## src/rtl/spmf_pkg.sv

```systemverilog
// ============================================================================
// spmf_pkg - shared types and constants of the strict-priority multi-FIFO
// Words of the command and response channels, per-level control and status,
// status codes and parameter defaults.
// ============================================================================
package spmf_pkg;

    // parameter defaults
    localparam int LEVEL_COUNT_DEF  = 8;
    localparam int LEVEL_DEPTH_DEF  = 16;
    localparam int HANDLE_WIDTH_DEF = 32;

    // fixed field widths
    localparam int ITEM_W  = 32;
    localparam int PRIO_W  = 3;
    localparam int CFG_W   = 4;
    localparam int COUNT_W = 8;

    localparam logic [CFG_W-1:0] LEVELS_RESET = 4'd8;

    typedef enum logic
    {
        FUNC_ENQ,
        FUNC_DEQ
    } func_t;

    typedef enum logic [1:0]
    {
        ST_OK,
        ST_RANGE,
        ST_EMPTY,
        ST_FULL
    } status_t;

    typedef struct packed
    {
        func_t              func;
        logic [ITEM_W-1:0]  item;
        logic [PRIO_W-1:0]  priority_req;
    } cmd_word_t;

    typedef struct packed
    {
        logic [ITEM_W-1:0]  result_item;
        logic               result_valid;
        status_t            status;
        logic [ITEM_W-1:0]  front_item;
        logic               front_valid;
        logic               is_empty;
        logic [COUNT_W-1:0] item_count;
    } rsp_word_t;

    // per-level control from the top level
    typedef struct packed
    {
        logic push;
        logic pop;
    } lvl_ctrl_t;

    // per-level status back to the top level
    typedef struct packed
    {
        logic nonempty;
        logic full;
        logic nonempty_next;
    } lvl_stat_t;

endpackage

```

## src/rtl/spmf_stream_if.sv

```systemverilog
// ============================================================================
// spmf_stream_if - valid/ready channel carrying one word
// The word type is set per instance.
// ============================================================================
interface spmf_stream_if #(
    parameter type payload_t = logic
);
    logic     valid;
    logic     ready;
    payload_t payload;

    modport source
    (
        output valid,
        output payload,
        input  ready
    );

    modport sink
    (
        input  valid,
        input  payload,
        output ready
    );
endinterface

```

## src/rtl/strict_priority_multi_fifo.sv

```systemverilog
// ============================================================================
// strict_priority_multi_fifo - strict-priority queue of per-level FIFOs
// Enqueue stores a handle at its priority level; dequeue removes the oldest
// handle of the highest non-empty level. Every command returns one response
// word with status, front item, empty flag and total count.
// ============================================================================
//
//   channel | dir | handshake        | word
//   --------+-----+------------------+---------------------------------------
//   cmd     | in  | valid/ready      | func, item, priority_req
//   rsp     | out | valid/ready      | result_item/valid, status, front, count
//   cfg     | in  | cfg_wr_en pulse  | levels_in_use (4 bits), no read-back
//
// One command per cycle sustained while rsp is not stalled; a command passes
// through the command register, then the response register. Level selection
// is a priority encoder over the per-level non-empty bits, and each level keeps
// its front word and the word behind it in registers, so back-to-back dequeues
// need no memory wait. Reset empties every level and sets levels_in_use to 8;
// no clearing pass. A stalled rsp holds its word; cmd keeps taking words until
// the command register is also full.
//
module strict_priority_multi_fifo #(
    parameter int LEVEL_COUNT  = spmf_pkg::LEVEL_COUNT_DEF,
    parameter int LEVEL_DEPTH  = spmf_pkg::LEVEL_DEPTH_DEF,
    parameter int HANDLE_WIDTH = spmf_pkg::HANDLE_WIDTH_DEF
) (
    input  logic                       clk,
    input  logic                       rst_n,
    spmf_stream_if.sink                cmd,
    spmf_stream_if.source              rsp,
    input  logic                       cfg_wr_en,
    input  logic [spmf_pkg::CFG_W-1:0] cfg_wr_data
);
    import spmf_pkg::*;

    localparam int LVL_W = (LEVEL_COUNT > 1) ? $clog2(LEVEL_COUNT) : 1;
    localparam int TOT_W = $clog2(LEVEL_COUNT * LEVEL_DEPTH + 1);

    // ---------------------------------------------------------------- config
    logic [CFG_W-1:0] levels_reg;

    always_ff @(posedge clk or negedge rst_n)
    begin
        if (!rst_n)
        begin
            levels_reg <= LEVELS_RESET;
        end
        else if (cfg_wr_en)
        begin
            levels_reg <= cfg_wr_data;
        end
    end

    // ------------------------------------------------------ command register
    cmd_word_t cmd_reg;
    logic      cmd_valid_reg, cmd_valid_next;
    logic      cmd_take;
    logic      proc_fire;              // command register -> response register

    rsp_word_t rsp_reg, rsp_next;
    logic      rsp_valid_reg, rsp_valid_next;

    assign proc_fire = cmd_valid_reg && (!rsp_valid_reg || rsp.ready);
    assign cmd.ready = !cmd_valid_reg || proc_fire;
    assign cmd_take  = cmd.valid && cmd.ready;

    always_comb
    begin
        cmd_valid_next = cmd_valid_reg;
        if (cmd_take)
        begin
            cmd_valid_next = 1'b1;
        end
        else if (proc_fire)
        begin
            cmd_valid_next = 1'b0;
        end
    end

    always_ff @(posedge clk)
    begin
        if (cmd_take)
        begin
            cmd_reg <= cmd.payload;
        end
    end

    // ---------------------------------------------------------------- levels
    lvl_ctrl_t               lvl_ctrl       [LEVEL_COUNT];
    lvl_stat_t               lvl_stat       [LEVEL_COUNT];
    logic [HANDLE_WIDTH-1:0] lvl_front      [LEVEL_COUNT];
    logic [HANDLE_WIDTH-1:0] lvl_front_next [LEVEL_COUNT];

    logic [LEVEL_COUNT-1:0]  nonempty_vec;
    logic [LEVEL_COUNT-1:0]  nonempty_next_vec;
    logic [LEVEL_COUNT-1:0]  full_vec;
    logic [LEVEL_COUNT-1:0]  push_vec;
    logic [LEVEL_COUNT-1:0]  pop_vec;
    logic [HANDLE_WIDTH-1:0] handle_in;

    assign handle_in = HANDLE_WIDTH'(cmd_reg.item);

    for (genvar g = 0; g < LEVEL_COUNT; g++)
    begin : g_level
        assign lvl_ctrl[g].push      = push_vec[g];
        assign lvl_ctrl[g].pop       = pop_vec[g];
        assign nonempty_vec[g]       = lvl_stat[g].nonempty;
        assign full_vec[g]           = lvl_stat[g].full;
        assign nonempty_next_vec[g]  = lvl_stat[g].nonempty_next;

        spmf_level_fifo #(
            .LEVEL_DEPTH  (LEVEL_DEPTH),
            .HANDLE_WIDTH (HANDLE_WIDTH)
        ) u_level (
            .clk        (clk),
            .rst_n      (rst_n),
            .ctrl       (lvl_ctrl[g]),
            .push_data  (handle_in),
            .stat       (lvl_stat[g]),
            .front      (lvl_front[g]),
            .front_next (lvl_front_next[g])
        );
    end

    // highest set bit
    function automatic logic [LVL_W-1:0] top_of(input logic [LEVEL_COUNT-1:0] v);
        logic [LVL_W-1:0] idx;
        idx = '0;
        for (int i = 0; i < LEVEL_COUNT; i++)
        begin
            if (v[i])
            begin
                idx = LVL_W'(i);
            end
        end
        return idx;
    endfunction

    // -------------------------------------------------------------- decode
    logic             range_err;
    logic [LVL_W-1:0] enq_lvl;
    logic [LVL_W-1:0] deq_lvl;
    logic [LVL_W-1:0] front_lvl;
    logic [TOT_W-1:0] total_reg, total_next;
    status_t          status_c;
    logic [ITEM_W-1:0] res_item_c;
    logic             res_valid_c;

    // out of range when at or above the register, or at or above the level count
    assign range_err = ({1'b0, cmd_reg.priority_req} >= levels_reg)
                    || (int'(cmd_reg.priority_req) >= LEVEL_COUNT);
    assign enq_lvl   = LVL_W'(cmd_reg.priority_req);
    assign deq_lvl   = top_of(nonempty_vec);

    always_comb
    begin
        push_vec    = '0;
        pop_vec     = '0;
        status_c    = ST_OK;
        res_item_c  = '0;
        res_valid_c = 1'b0;
        total_next  = total_reg;
        if (cmd_reg.func == FUNC_ENQ)
        begin
            if (range_err)
            begin
                status_c = ST_RANGE;
            end
            else if (full_vec[enq_lvl])
            begin
                status_c = ST_FULL;
            end
            else
            begin
                push_vec[enq_lvl] = proc_fire;
                total_next        = total_reg + 1'b1;
            end
        end
        else if (nonempty_vec == '0)
        begin
            status_c = ST_EMPTY;
        end
        else
        begin
            pop_vec[deq_lvl] = proc_fire;
            res_item_c       = ITEM_W'(lvl_front[deq_lvl]);
            res_valid_c      = 1'b1;
            total_next       = total_reg - 1'b1;
        end
    end

    // front after this command, from the levels' next state
    assign front_lvl = top_of(nonempty_next_vec);

    always_comb
    begin
        rsp_next.result_item  = res_item_c;
        rsp_next.result_valid = res_valid_c;
        rsp_next.status       = status_c;
        rsp_next.front_valid  = (nonempty_next_vec != '0);
        rsp_next.is_empty     = (nonempty_next_vec == '0);
        rsp_next.front_item   = (nonempty_next_vec != '0)
                              ? ITEM_W'(lvl_front_next[front_lvl]) : '0;
        rsp_next.item_count   = COUNT_W'(total_next);
    end

    // ----------------------------------------------------- response register
    always_comb
    begin
        rsp_valid_next = rsp_valid_reg;
        if (proc_fire)
        begin
            rsp_valid_next = 1'b1;
        end
        else if (rsp.ready)
        begin
            rsp_valid_next = 1'b0;
        end
    end

    always_ff @(posedge clk or negedge rst_n)
    begin
        if (!rst_n)
        begin
            cmd_valid_reg <= 1'b0;
            rsp_valid_reg <= 1'b0;
            total_reg     <= '0;
        end
        else
        begin
            cmd_valid_reg <= cmd_valid_next;
            rsp_valid_reg <= rsp_valid_next;
            if (proc_fire)
            begin
                total_reg <= total_next;
            end
        end
    end

    always_ff @(posedge clk)
    begin
        if (proc_fire)
        begin
            rsp_reg <= rsp_next;
        end
    end

    assign rsp.valid   = rsp_valid_reg;
    assign rsp.payload = rsp_reg;

    // ------------------------------------------------------------ assertions
    a_count_matches_levels: assert property (@(posedge clk) disable iff (!rst_n)
        (total_reg == '0) == (nonempty_vec == '0))
        else $error("total count disagrees with level occupancy");

    a_one_level_op: assert property (@(posedge clk) disable iff (!rst_n)
        $onehot0({push_vec, pop_vec}))
        else $error("more than one level push/pop in a cycle");

    a_empty_deq: assert property (@(posedge clk) disable iff (!rst_n)
        proc_fire && (cmd_reg.func == FUNC_DEQ) && (nonempty_vec == '0)
        |=> (rsp_reg.status == ST_EMPTY) && rsp_reg.is_empty
            && !rsp_reg.result_valid)
        else $error("dequeue on empty queue reported wrongly");

    a_front_flags: assert property (@(posedge clk) disable iff (!rst_n)
        rsp.valid |-> (rsp.payload.front_valid != rsp.payload.is_empty))
        else $error("front_valid and is_empty disagree");

endmodule

```

## src/rtl/spmf_level_fifo.sv

```systemverilog
// ============================================================================
// spmf_level_fifo - one priority level's FIFO
// Memory with registered read, plus a front register and a prefetch of the
// entry behind the front so a pop can be followed by a pop every cycle.
// ============================================================================
module spmf_level_fifo #(
    parameter int LEVEL_DEPTH  = spmf_pkg::LEVEL_DEPTH_DEF,
    parameter int HANDLE_WIDTH = spmf_pkg::HANDLE_WIDTH_DEF
) (
    input  logic                    clk,
    input  logic                    rst_n,
    input  spmf_pkg::lvl_ctrl_t     ctrl,
    input  logic [HANDLE_WIDTH-1:0] push_data,
    output spmf_pkg::lvl_stat_t     stat,
    output logic [HANDLE_WIDTH-1:0] front,
    output logic [HANDLE_WIDTH-1:0] front_next
);
    import spmf_pkg::*;

    localparam int PTR_W  = (LEVEL_DEPTH > 1) ? $clog2(LEVEL_DEPTH) : 1;
    localparam int FILL_W = $clog2(LEVEL_DEPTH + 1);
    localparam logic [PTR_W-1:0]  PTR_LAST = PTR_W'(LEVEL_DEPTH - 1);
    localparam logic [FILL_W-1:0] FILL_MAX = FILL_W'(LEVEL_DEPTH);

    logic [HANDLE_WIDTH-1:0] mem [LEVEL_DEPTH];

    logic [PTR_W-1:0]        head_reg, head_next;
    logic [PTR_W-1:0]        tail_reg, tail_next;
    logic [FILL_W-1:0]       fill_reg, fill_next;
    logic [HANDLE_WIDTH-1:0] front_reg;
    logic [HANDLE_WIDTH-1:0] pre_reg;     // entry one behind the front
    logic [PTR_W-1:0]        rd_addr;

    function automatic logic [PTR_W-1:0] ptr_inc(input logic [PTR_W-1:0] p);
        return (p == PTR_LAST) ? '0 : p + 1'b1;
    endfunction

    always_comb
    begin
        head_next  = head_reg;
        tail_next  = tail_reg;
        fill_next  = fill_reg;
        front_next = front_reg;
        if (ctrl.push)
        begin
            tail_next = ptr_inc(tail_reg);
            fill_next = fill_reg + 1'b1;
            if (fill_reg == '0)
            begin
                front_next = push_data;
            end
        end
        if (ctrl.pop)
        begin
            head_next  = ptr_inc(head_reg);
            fill_next  = fill_reg - 1'b1;
            front_next = pre_reg;
        end
        rd_addr = ptr_inc(head_next);
    end

    assign stat.nonempty      = (fill_reg != '0);
    assign stat.full          = (fill_reg == FILL_MAX);
    assign stat.nonempty_next = (fill_next != '0);
    assign front              = front_reg;

    always_ff @(posedge clk or negedge rst_n)
    begin
        if (!rst_n)
        begin
            head_reg <= '0;
            tail_reg <= '0;
            fill_reg <= '0;
        end
        else
        begin
            head_reg <= head_next;
            tail_reg <= tail_next;
            fill_reg <= fill_next;
        end
    end

    // storage and prefetch; a write to the prefetch address is bypassed
    always_ff @(posedge clk)
    begin
        front_reg <= front_next;
        if (ctrl.push)
        begin
            mem[tail_reg] <= push_data;
        end
        if (ctrl.push && (tail_reg == rd_addr))
        begin
            pre_reg <= push_data;
        end
        else
        begin
            pre_reg <= mem[rd_addr];
        end
    end

endmodule

```

## src/flat_wrapper.sv

```systemverilog
// flat-port wrapper written by rule: the top's interface ports become plain ports
module strict_priority_multi_fifo_flat import spmf_pkg::*;
#(
    parameter int LEVEL_COUNT  = spmf_pkg::LEVEL_COUNT_DEF,
    parameter int LEVEL_DEPTH  = spmf_pkg::LEVEL_DEPTH_DEF,
    parameter int HANDLE_WIDTH = spmf_pkg::HANDLE_WIDTH_DEF
)
  (clk, rst_n, cfg_wr_en, cfg_wr_data, cmd_valid, cmd_payload, cmd_ready, rsp_valid, rsp_payload, rsp_ready);
  spmf_stream_if #(.payload_t(cmd_word_t)) cmd_i ();
  spmf_stream_if #(.payload_t(rsp_word_t)) rsp_i ();
  input  logic clk;
  input  logic rst_n;
  input  logic cfg_wr_en;
  input  logic [spmf_pkg::CFG_W-1:0] cfg_wr_data;
  input wire logic [$bits(cmd_i.valid)-1:0] cmd_valid;
  input wire logic [$bits(cmd_i.payload)-1:0] cmd_payload;
  output wire logic [$bits(cmd_i.ready)-1:0] cmd_ready;
  output wire logic [$bits(rsp_i.valid)-1:0] rsp_valid;
  output wire logic [$bits(rsp_i.payload)-1:0] rsp_payload;
  input wire logic [$bits(rsp_i.ready)-1:0] rsp_ready;
  assign cmd_i.valid = cmd_valid;
  assign cmd_i.payload = cmd_payload;
  assign cmd_ready = cmd_i.ready;
  assign rsp_valid = rsp_i.valid;
  assign rsp_payload = rsp_i.payload;
  assign rsp_i.ready = rsp_ready;
  strict_priority_multi_fifo #(.LEVEL_COUNT(LEVEL_COUNT), .LEVEL_DEPTH(LEVEL_DEPTH), .HANDLE_WIDTH(HANDLE_WIDTH)) u_core (.clk(clk), .rst_n(rst_n), .cmd(cmd_i), .rsp(rsp_i), .cfg_wr_en(cfg_wr_en), .cfg_wr_data(cfg_wr_data));
endmodule
```

## config.mk

```make
export PLATFORM = sky130hd
export DESIGN_NAME = strict_priority_multi_fifo_flat
export DESIGN_NICKNAME = d
export VERILOG_FILES = /design/src/rtl/spmf_pkg.sv /design/src/rtl/spmf_stream_if.sv /design/src/rtl/strict_priority_multi_fifo.sv /design/src/rtl/spmf_level_fifo.sv /design/src/flat_wrapper.sv
export SDC_FILE = /design/constraint.sdc
export NUM_CORES = 2
export LEC_CHECK = 0
export BUFFER_PORTS_ARGS = -buffer_cell sky130_fd_sc_hd__buf_2
export CORE_MARGIN = 2
export CORE_UTILIZATION = 63
export CTS_BUF_LIST = sky130_fd_sc_hd__clkbuf_16
export CTS_CLUSTER_DIAMETER = 200
export CTS_CLUSTER_SIZE = 14
export DETAILED_ROUTE_END_ITERATION = 7
export PLACE_DENSITY = 0.79
export SYNTH_ARGS = -nofsm -noshare
export SYNTH_HDL_FRONTEND = slang
export SYNTH_SLANG_ARGS = --single-unit
```

## constraint.sdc

```tcl
create_clock -name clk -period 8.5 [get_ports clk]
set_clock_uncertainty 0.15 [all_clocks]
set_input_delay 0.425 -clock clk [delete_from_list [all_inputs] [get_ports clk]]
set_output_delay 0.425 -clock clk [all_outputs]
set_load 0.02 [all_outputs]
```

# Yosys cells after proc, flatten, opt, wreduce, memory -nomap -nowiden
# Memory sizes are Yosys's and may differ from the RTL's. A register that Yosys moved wholly into a read port is not among the register bits.
# Index checks and enable logic that the tools add are counted.
[word_totals] ff_bits=487 input_bits=45 ram_bits=4096 mem_count=8 wordCells=310
[op_classes] reduce_logical=38 addsub=42 n_mux=132 bitwise=5 order_cmp=7 eq_ne=32
[memory_table] name="u_core.g_level[0].u_level.mem" words=16 word_bits=32 rd=1 rd_ports_with_merged_regs=1 wr=1 line="spmf_level_fifo.sv:25" source="logic [HANDLE_WIDTH-1:0] mem [LEVEL_DEPTH];"
[memory_table] name="u_core.g_level[1].u_level.mem" words=16 word_bits=32 rd=1 rd_ports_with_merged_regs=1 wr=1 line="spmf_level_fifo.sv:25"
[memory_table] name="u_core.g_level[2].u_level.mem" words=16 word_bits=32 rd=1 rd_ports_with_merged_regs=1 wr=1 line="spmf_level_fifo.sv:25"
[memory_table] name="u_core.g_level[3].u_level.mem" words=16 word_bits=32 rd=1 rd_ports_with_merged_regs=1 wr=1 line="spmf_level_fifo.sv:25"
[memory_table] name="u_core.g_level[4].u_level.mem" words=16 word_bits=32 rd=1 rd_ports_with_merged_regs=1 wr=1 line="spmf_level_fifo.sv:25"
[memory_table] name="u_core.g_level[5].u_level.mem" words=16 word_bits=32 rd=1 rd_ports_with_merged_regs=1 wr=1 line="spmf_level_fifo.sv:25"
[memory_table] name="+2 memories"
[op_table] cell="two-way mux 32 bit" count=28
[op_table] cell="binary-select mux 32 bit (select 3 bit)" count=2
[op_table] cell="two-way mux 4 bit" count=32
[op_table] cell="adder 4 x 1 -> 4 bit, second input constant" count=24
[op_table] cell="equality test 4 bit, second input constant" count=24
[op_table] cell="two-way mux 5 bit" count=16
[op_table] cell="nonzero test 5 bit" count=16
[op_table] cell="two-way mux 8 bit" count=9
[op_table] cell="adder 5 x 1 -> 5 bit, second input constant" count=8
[op_table] cell="equality test 5 bit, second input constant" count=8
[op_table] cell="logical NOT 5 bit" count=8
[op_table] cell="subtractor 5 x 1 -> 5 bit, second input constant" count=8
[op_table] cell="two-way mux 1 bit" count=26
[op_table] cell="two-way mux 3 bit" count=8
[op_table] cell="bitwise AND 8 bit" count=2
[op_table] cell="logical NOT 8 bit" count=2
[op_table] cell="two-way mux 2 bit" count=8
[op_table] cell="adder 8 x 1 -> 8 bit, second input constant" count=1
[op_table] cell="greater-or-equal comparator 4 bit, second input constant" count=2
[op_table] cell="< comparator 3 x 4 -> 1 bit, second input constant" count=2
[op_table] cell="NOT 3 -> 4 bit" count=2
[op_table] cell="nonzero test 8 bit" count=1
[op_table] cell="subtractor 8 x 1 -> 8 bit, second input constant" count=1
[op_table] cell="demux 1 bit (select 3 bit)" count=2
[op_table] cell="9 further kinds" count=16

# Logic depth before layout (Yosys ltp)
[logic_depth] depth_word=28 depth_mapped=17

# Hierarchy
# A second synthesis with hierarchy kept.
[hier_totals] hier_cells=9308 area_unflattened_um2=182563.8
[by_module_without_submodules] module="spmf_level_fifo at u_core.g_level[1].u_level ..." n_inst=7 seq_area_each_um2=16420.7 area_per_inst_um2=21659.5 cells_per_inst=1037
[by_module_without_submodules] module="spmf_level_fifo at u_core.g_level[0].u_level" n_inst=1 seq_area_each_um2=16420.7 area_per_inst_um2=21581.9 cells_per_inst=1034
[by_module_without_submodules] module="strict_priority_multi_fifo" n_inst=1 seq_area_each_um2=3744.8 area_per_inst_um2=9365.2 cells_per_inst=1015

# Least setup slack after synthesis
# Ideal clock, no wire load.
[synth_timing] kind="flip-flop to flip-flop" from="reg u_core.rsp_valid_reg, in the netlist u_core.rsp.valid" to="mem u_core.g_level[1].u_level.mem[0][0] in the netlist's numbering (enable)" setup_time_ps=461 t_arrival_ps=5499 path_stages_with_launch=9 slack_ps=2390 period_less_slack_ps=6110 cell_sequence="dfrtp_1 > nand2b_1 > nand2_1 > clkinv_1 > o211ai_1 > nor2_1 > clkbuf_1 > nand2_1 > nor3_1"
[synth_between] elab_chain_cells=9
[synth_lines] item="from (decl)" line="strict_priority_multi_fifo.sv:61" source="logic rsp_valid_reg, rsp_valid_next;"
[synth_lines] item="from (signal assigned)" line="strict_priority_multi_fifo.sv:232" source="rsp_valid_reg <= rsp_valid_next;"
[synth_lines] item="logical NOT 1 bit" line="strict_priority_multi_fifo.sv:63" source="assign proc_fire = cmd_valid_reg && (!rsp_valid_reg || rsp.ready);"
[synth_lines] item="logical OR 1 bit" line="strict_priority_multi_fifo.sv:63"
[synth_lines] item="logical AND 1 bit" line="strict_priority_multi_fifo.sv:63"
[synth_lines] item="via u_core.proc_fire" line="strict_priority_multi_fifo.sv:58" source="logic proc_fire;"
[synth_lines] item="bitwise AND 8 bit (no line)"
[synth_lines] item="two-way mux 8 bit" line="strict_priority_multi_fifo.sv:169" source="else if (full_vec[enq_lvl])"
[synth_lines] item="two-way mux 8 bit" line="strict_priority_multi_fifo.sv:165" source="if (range_err)"
[synth_lines] item="two-way mux 8 bit" line="strict_priority_multi_fifo.sv:163" source="if (cmd_reg.func == FUNC_ENQ)"
[synth_lines] item="two-way mux 1 bit" line="spmf_level_fifo.sv:87" source="if (ctrl.push)"
[synth_lines] item="two-way mux 1 bit (implied by the code)" line="spmf_level_fifo.sv:89" source="mem[tail_reg] <= push_data;"
[synth_lines] item="to (decl)" line="spmf_level_fifo.sv:25"
# The timed path passes the listed nets, and every way through them passes these cells.

# Worst setup path in the final report
[layout_timing] from="reg u_core.cmd_reg, in the netlist u_core.enq_lvl[0]" to="reg u_core.rsp_reg, in the netlist u_core.rsp.payload[40] (data pin)"
[layout_between] elab_chain_cells=22 word_cells_on_any_way=64 cone_classes="order compare (3); mux (49); bitwise (2); reduce/logical (10)"
[layout_lines] item="from (decl)" line="strict_priority_multi_fifo.sv:55" source="cmd_word_t cmd_reg;"
[layout_lines] item="from (signal assigned)" line="strict_priority_multi_fifo.sv:84" source="cmd_reg <= cmd.payload;"
[layout_lines] item="< comparator 3 x 4 -> 1 bit (implied by the code) / greater-or-equal comparator 3 x 1 -> 1 bit (equally long branches)" line="strict_priority_multi_fifo.sv:175" source="push_vec[enq_lvl] = proc_fire;"
[layout_lines] item="logical AND 1 bit (implied by the code)" line="strict_priority_multi_fifo.sv:175"
[layout_lines] item="two-way mux 1 bit (implied by the code)" line="strict_priority_multi_fifo.sv:175"
[layout_lines] item="demux 1 bit (select 3 bit)"
[layout_lines] item="bitwise AND 8 bit (no line)"
[layout_lines] item="two-way mux 8 bit" line="strict_priority_multi_fifo.sv:169"
[layout_lines] item="two-way mux 8 bit *" line="strict_priority_multi_fifo.sv:165"
[layout_lines] item="two-way mux 8 bit *" line="strict_priority_multi_fifo.sv:163"
[layout_lines] item="two-way mux 5 bit" line="spmf_level_fifo.sv:44" source="if (ctrl.push)"
[layout_lines] item="two-way mux 5 bit" line="spmf_level_fifo.sv:53" source="if (ctrl.pop)"
[layout_lines] item="nonzero test 5 bit" line="spmf_level_fifo.sv:64" source="assign stat.nonempty_next = (fill_next != '0);"
[layout_lines] item="two-way mux 1 bit" line="strict_priority_multi_fifo.sv:131" source="if (v[i])"
[layout_lines] item="two-way mux 2 bit (2 in a row)" line="strict_priority_multi_fifo.sv:131"
[layout_lines] item="two-way mux 3 bit (4 in a row)" line="strict_priority_multi_fifo.sv:131"
[layout_lines] item="NOT 3 -> 4 bit (implied by the code)" line="strict_priority_multi_fifo.sv:203" source="? ITEM_W'(lvl_front_next[front_lvl]) : '0;"
[layout_lines] item="binary-select mux 32 bit (select 3 bit)" line="strict_priority_multi_fifo.sv:203"
[layout_lines] item="two-way mux 32 bit (implied by the code) (2 in a row)" line="strict_priority_multi_fifo.sv:203"
[layout_lines] item="to (signal assigned)" line="strict_priority_multi_fifo.sv:244" source="rsp_reg <= rsp_next;"
[layout_lines] item="to (decl)" line="strict_priority_multi_fifo.sv:60" source="rsp_word_t rsp_reg, rsp_next;"
# Every way passes the cells marked *; elsewhere a longest branch is shown, timed or not. The select of a mux whose other input is x is not followed.
# A chain may end at the register's enable or synchronous reset.

==> results.toml <==
[finish]
postLayoutCellArea_mm2 = 0.198
largest_reg_flops = 4096
area_growth_pct = 9.58
final_cell_mix = "4,209 x edfxtp_1, 1,280 x mux4_2, 425 x nand2_1"
mostFrequentLayoutCell = "edfxtp_1"
num-nets-final = 9142
drive_gt1_share_pct = 25.4

[clock_network]
cts_tree = "done"
path_clk_slew_ns = 0.08
cts.sinks = 4615
cts_buffers = 367
cts.htree.levels = 5
root_buffer = "clkbuf_16"
clk_path_buf_depth = 4
cts_resized = 0
insertion_delay_ns = 1.01

[yosys]
yosys.area.top_type = "edfxtp_1"
syn_nets = 8813
synth.distinct_cells = 85
synth_top_flop_cell = "edfxtp_1"
syn_area_per_cell_um2 = 20.8
yosysSeqAreaShare_pct = 74.9
async_reset_ff_share_pct = 2.56
synth_area_leaders = "edfxtp_1 70%, mux4_2 16%, dfxtp_1 3.2%"
netlist_area_mm2 = 0.180
synth_cells = 8691
yosys_warnings = 0
ys_ff_latch = 4615
synth-edff-count = 4209
yosysTopAreaCellShare_pct = 70.0

[placement]
dpl.hpwl_um = 288000
io_buffers = 123
placed_area_mm2 = 0.187
gp_congestion = 0.999

[worst_setup_path]
start_kind = "flip-flop"
critical-path-top-delay-family = "compound AO/OA/AOI/OAI gates"
r2r-start = "u_core.enq_lvl[0]"
cp_slowest_cell = "a31oi_4"
critPathArrivalTime_ns = 7.23
cpMostUsedCell = "nand2_1"
critPathBufInv = 2
required_ns = 9.05
r2r_cells = 14
cp_max_fo = 24
crit_type = "flip-flop to flip-flop"
worst_path_largest_cell_delay_ns = 0.72
r2r-end = "u_core.rsp.payload[40]"
end_kind = "flip-flop"
reg2reg_slack_ns = 1.82
crit_chain = "clkinv_1 -> ha_1 -> nand2b_1 -> a2111o_1 -> a21oi_1 -> nand2_1 -> or3_1 -> a31oi_1 -> nand4bb_1 -> a31oi_4 -> buf_4 -> mux2_2 -> a22oi_1 -> nand2_1"

[timing]
hold_viol_final = 0
rsz0062_at_grt = "no"
setup_viol = 0
drv_slew = 0
hold-worst-slack_ns = 0.0313
maxSlewHeadroom_pct = 9.14
fmax_ghz = 0.150
period_needed_ns = 6.68
fin_setup_tns_ns = 0
tightest_slew_ns = 1.36
fin_crit_sh_pct = 78.6

[grt]
grt_pass1_wl_um = 745000
antenna_found_initial = 45
first_global_vias = 94868
grt_util_all_layers_pct = 37.1
grt_max_degree = 137
grt-ovfl-total = 0

[floorplanning]
start_util_pct = 63.3
die_w_um = 539
fp-row-count = 196
core_mm2 = 0.285
dieHeight_um = 539
dieArea_mm2 = 0.291
io_pins = 124

[route]
ant_nets = 0
drtIter0Drc = 16572
drt-total-wl_um = 537000
viasPerCell = 7.40
wl_per_cell_um = 41.5
vias = 95706
firstDrtPassIters = 8
drc = 5

[min_path]
worstHoldEndpoint = "u_core.handle_in[2]"
hp-class = "input port to flip-flop"
hp-start = "cmd_payload[5]"
hold_path_depth = 2

[pwr]
peakVddDrop_mv = 0.217
p_total_uw = 46700
p_leak_uw = 0.0638
powerDensity_mw_per_mm2 = 236

[run_status]
outcome = "finished with violations"
violations = "DRC"

[run]
maxCapViolCount = 0
synth_stat cells (all sizes together) (12+ instances only):
master	n
a21o	37
a21oi	257
a222oi	20
a22oi	104
a31oi	23
and2	51
and3	24
and4	16
buf	142
clkbuf	349
dfrtp	117
dfxtp	288
edfxtp	4209
ha	77
inv	54
mux2	133
mux2i	252
mux4	1280
nand2	431
nand2b	16
nand3	47
nand4	15
nor2	340
nor3	42
nor4	15
o21ai	152
or3	12
xnor2	45
xor2	25
how the worst max path moves through the flow:
stage / depth (start not counted) / end / slack, ns / start
after floorplan: 8 / u_core.g_level[1].u_level.mem[0][0] / 2.39 / u_core.rsp.valid
after global placement: 14 / u_core.rsp.payload[20] / 2.19 / u_core.enq_lvl[0]
after detailed placement: 14 / u_core.rsp.payload[21] / 2.03 / u_core.enq_lvl[0]
after CTS: 14 / u_core.rsp.payload[40] / 2.05 / u_core.enq_lvl[0]
after global routing: 15 / u_core.rsp.payload[40] / 1.52 / u_core.enq_lvl[0]
final: 14 / u_core.rsp.payload[40] / 1.82 / u_core.enq_lvl[0]
timing repair:
item	CTS	global route
hold buffers	75	0
setup endpoints to repair	0	0
setup buffers	0	0
endpoints found under the hold margin	88	0
cell families after synthesis:
group	Yosys count	share of synthesized area (%)
simple gates	1043	2.57
xor+xnor	70	0.340
mux	1665	18.2
flops	4615	74.9
compound gates	673	2.31
fa+ha+maj	77	0.534
buf+inv	548	1.17
cell type report:
| type | instances | area [um^2] |
|---|---|---|
| diodes | 16 | 40.0 |
| multi-input cells | 3528 | 43900 |
| flip-flops and latches | 4615 | 135000 |
| clock buffers | 368 | 9210 |
| fillers | 16378 | 87200 |
| repair buffers | 451 | 3500 |
| inverters | 57 | 216 |
| well taps | 3762 | 4710 |
| clock inverters | 130 | 1000 |
per-stage QoR:
stage	util, %	instances	setup WS (ns)
after CTS	69.4	12911	2.05
after floorplan	-	8691	2.39
after global placement	65.5	12338	2.19
after global routing	69.4	12913	1.52
final	69.4	12927	1.82
after detailed placement	65.5	12338	2.03
routing by layer:
| layer | wire length, um | track usage, % |
|---|---|---|
| met1 | 178000 | 48.2 |
| met2 | 250000 | 56.6 |
| met3 | 67300 | 9.52 |
| met4 | 41900 | 24.0 |
| met5 | 215 | 0 |
power by group:
group / switching, uW / total (uW) / internal [uW]
Combinational: 2890 / 4550 / 1660
Clock: 7980 / 15800 / 7810
Sequential: 813 / 26300 / 25500
Total: 11700 / 46700 / 35000
Power figures use the tool's default switching activity.
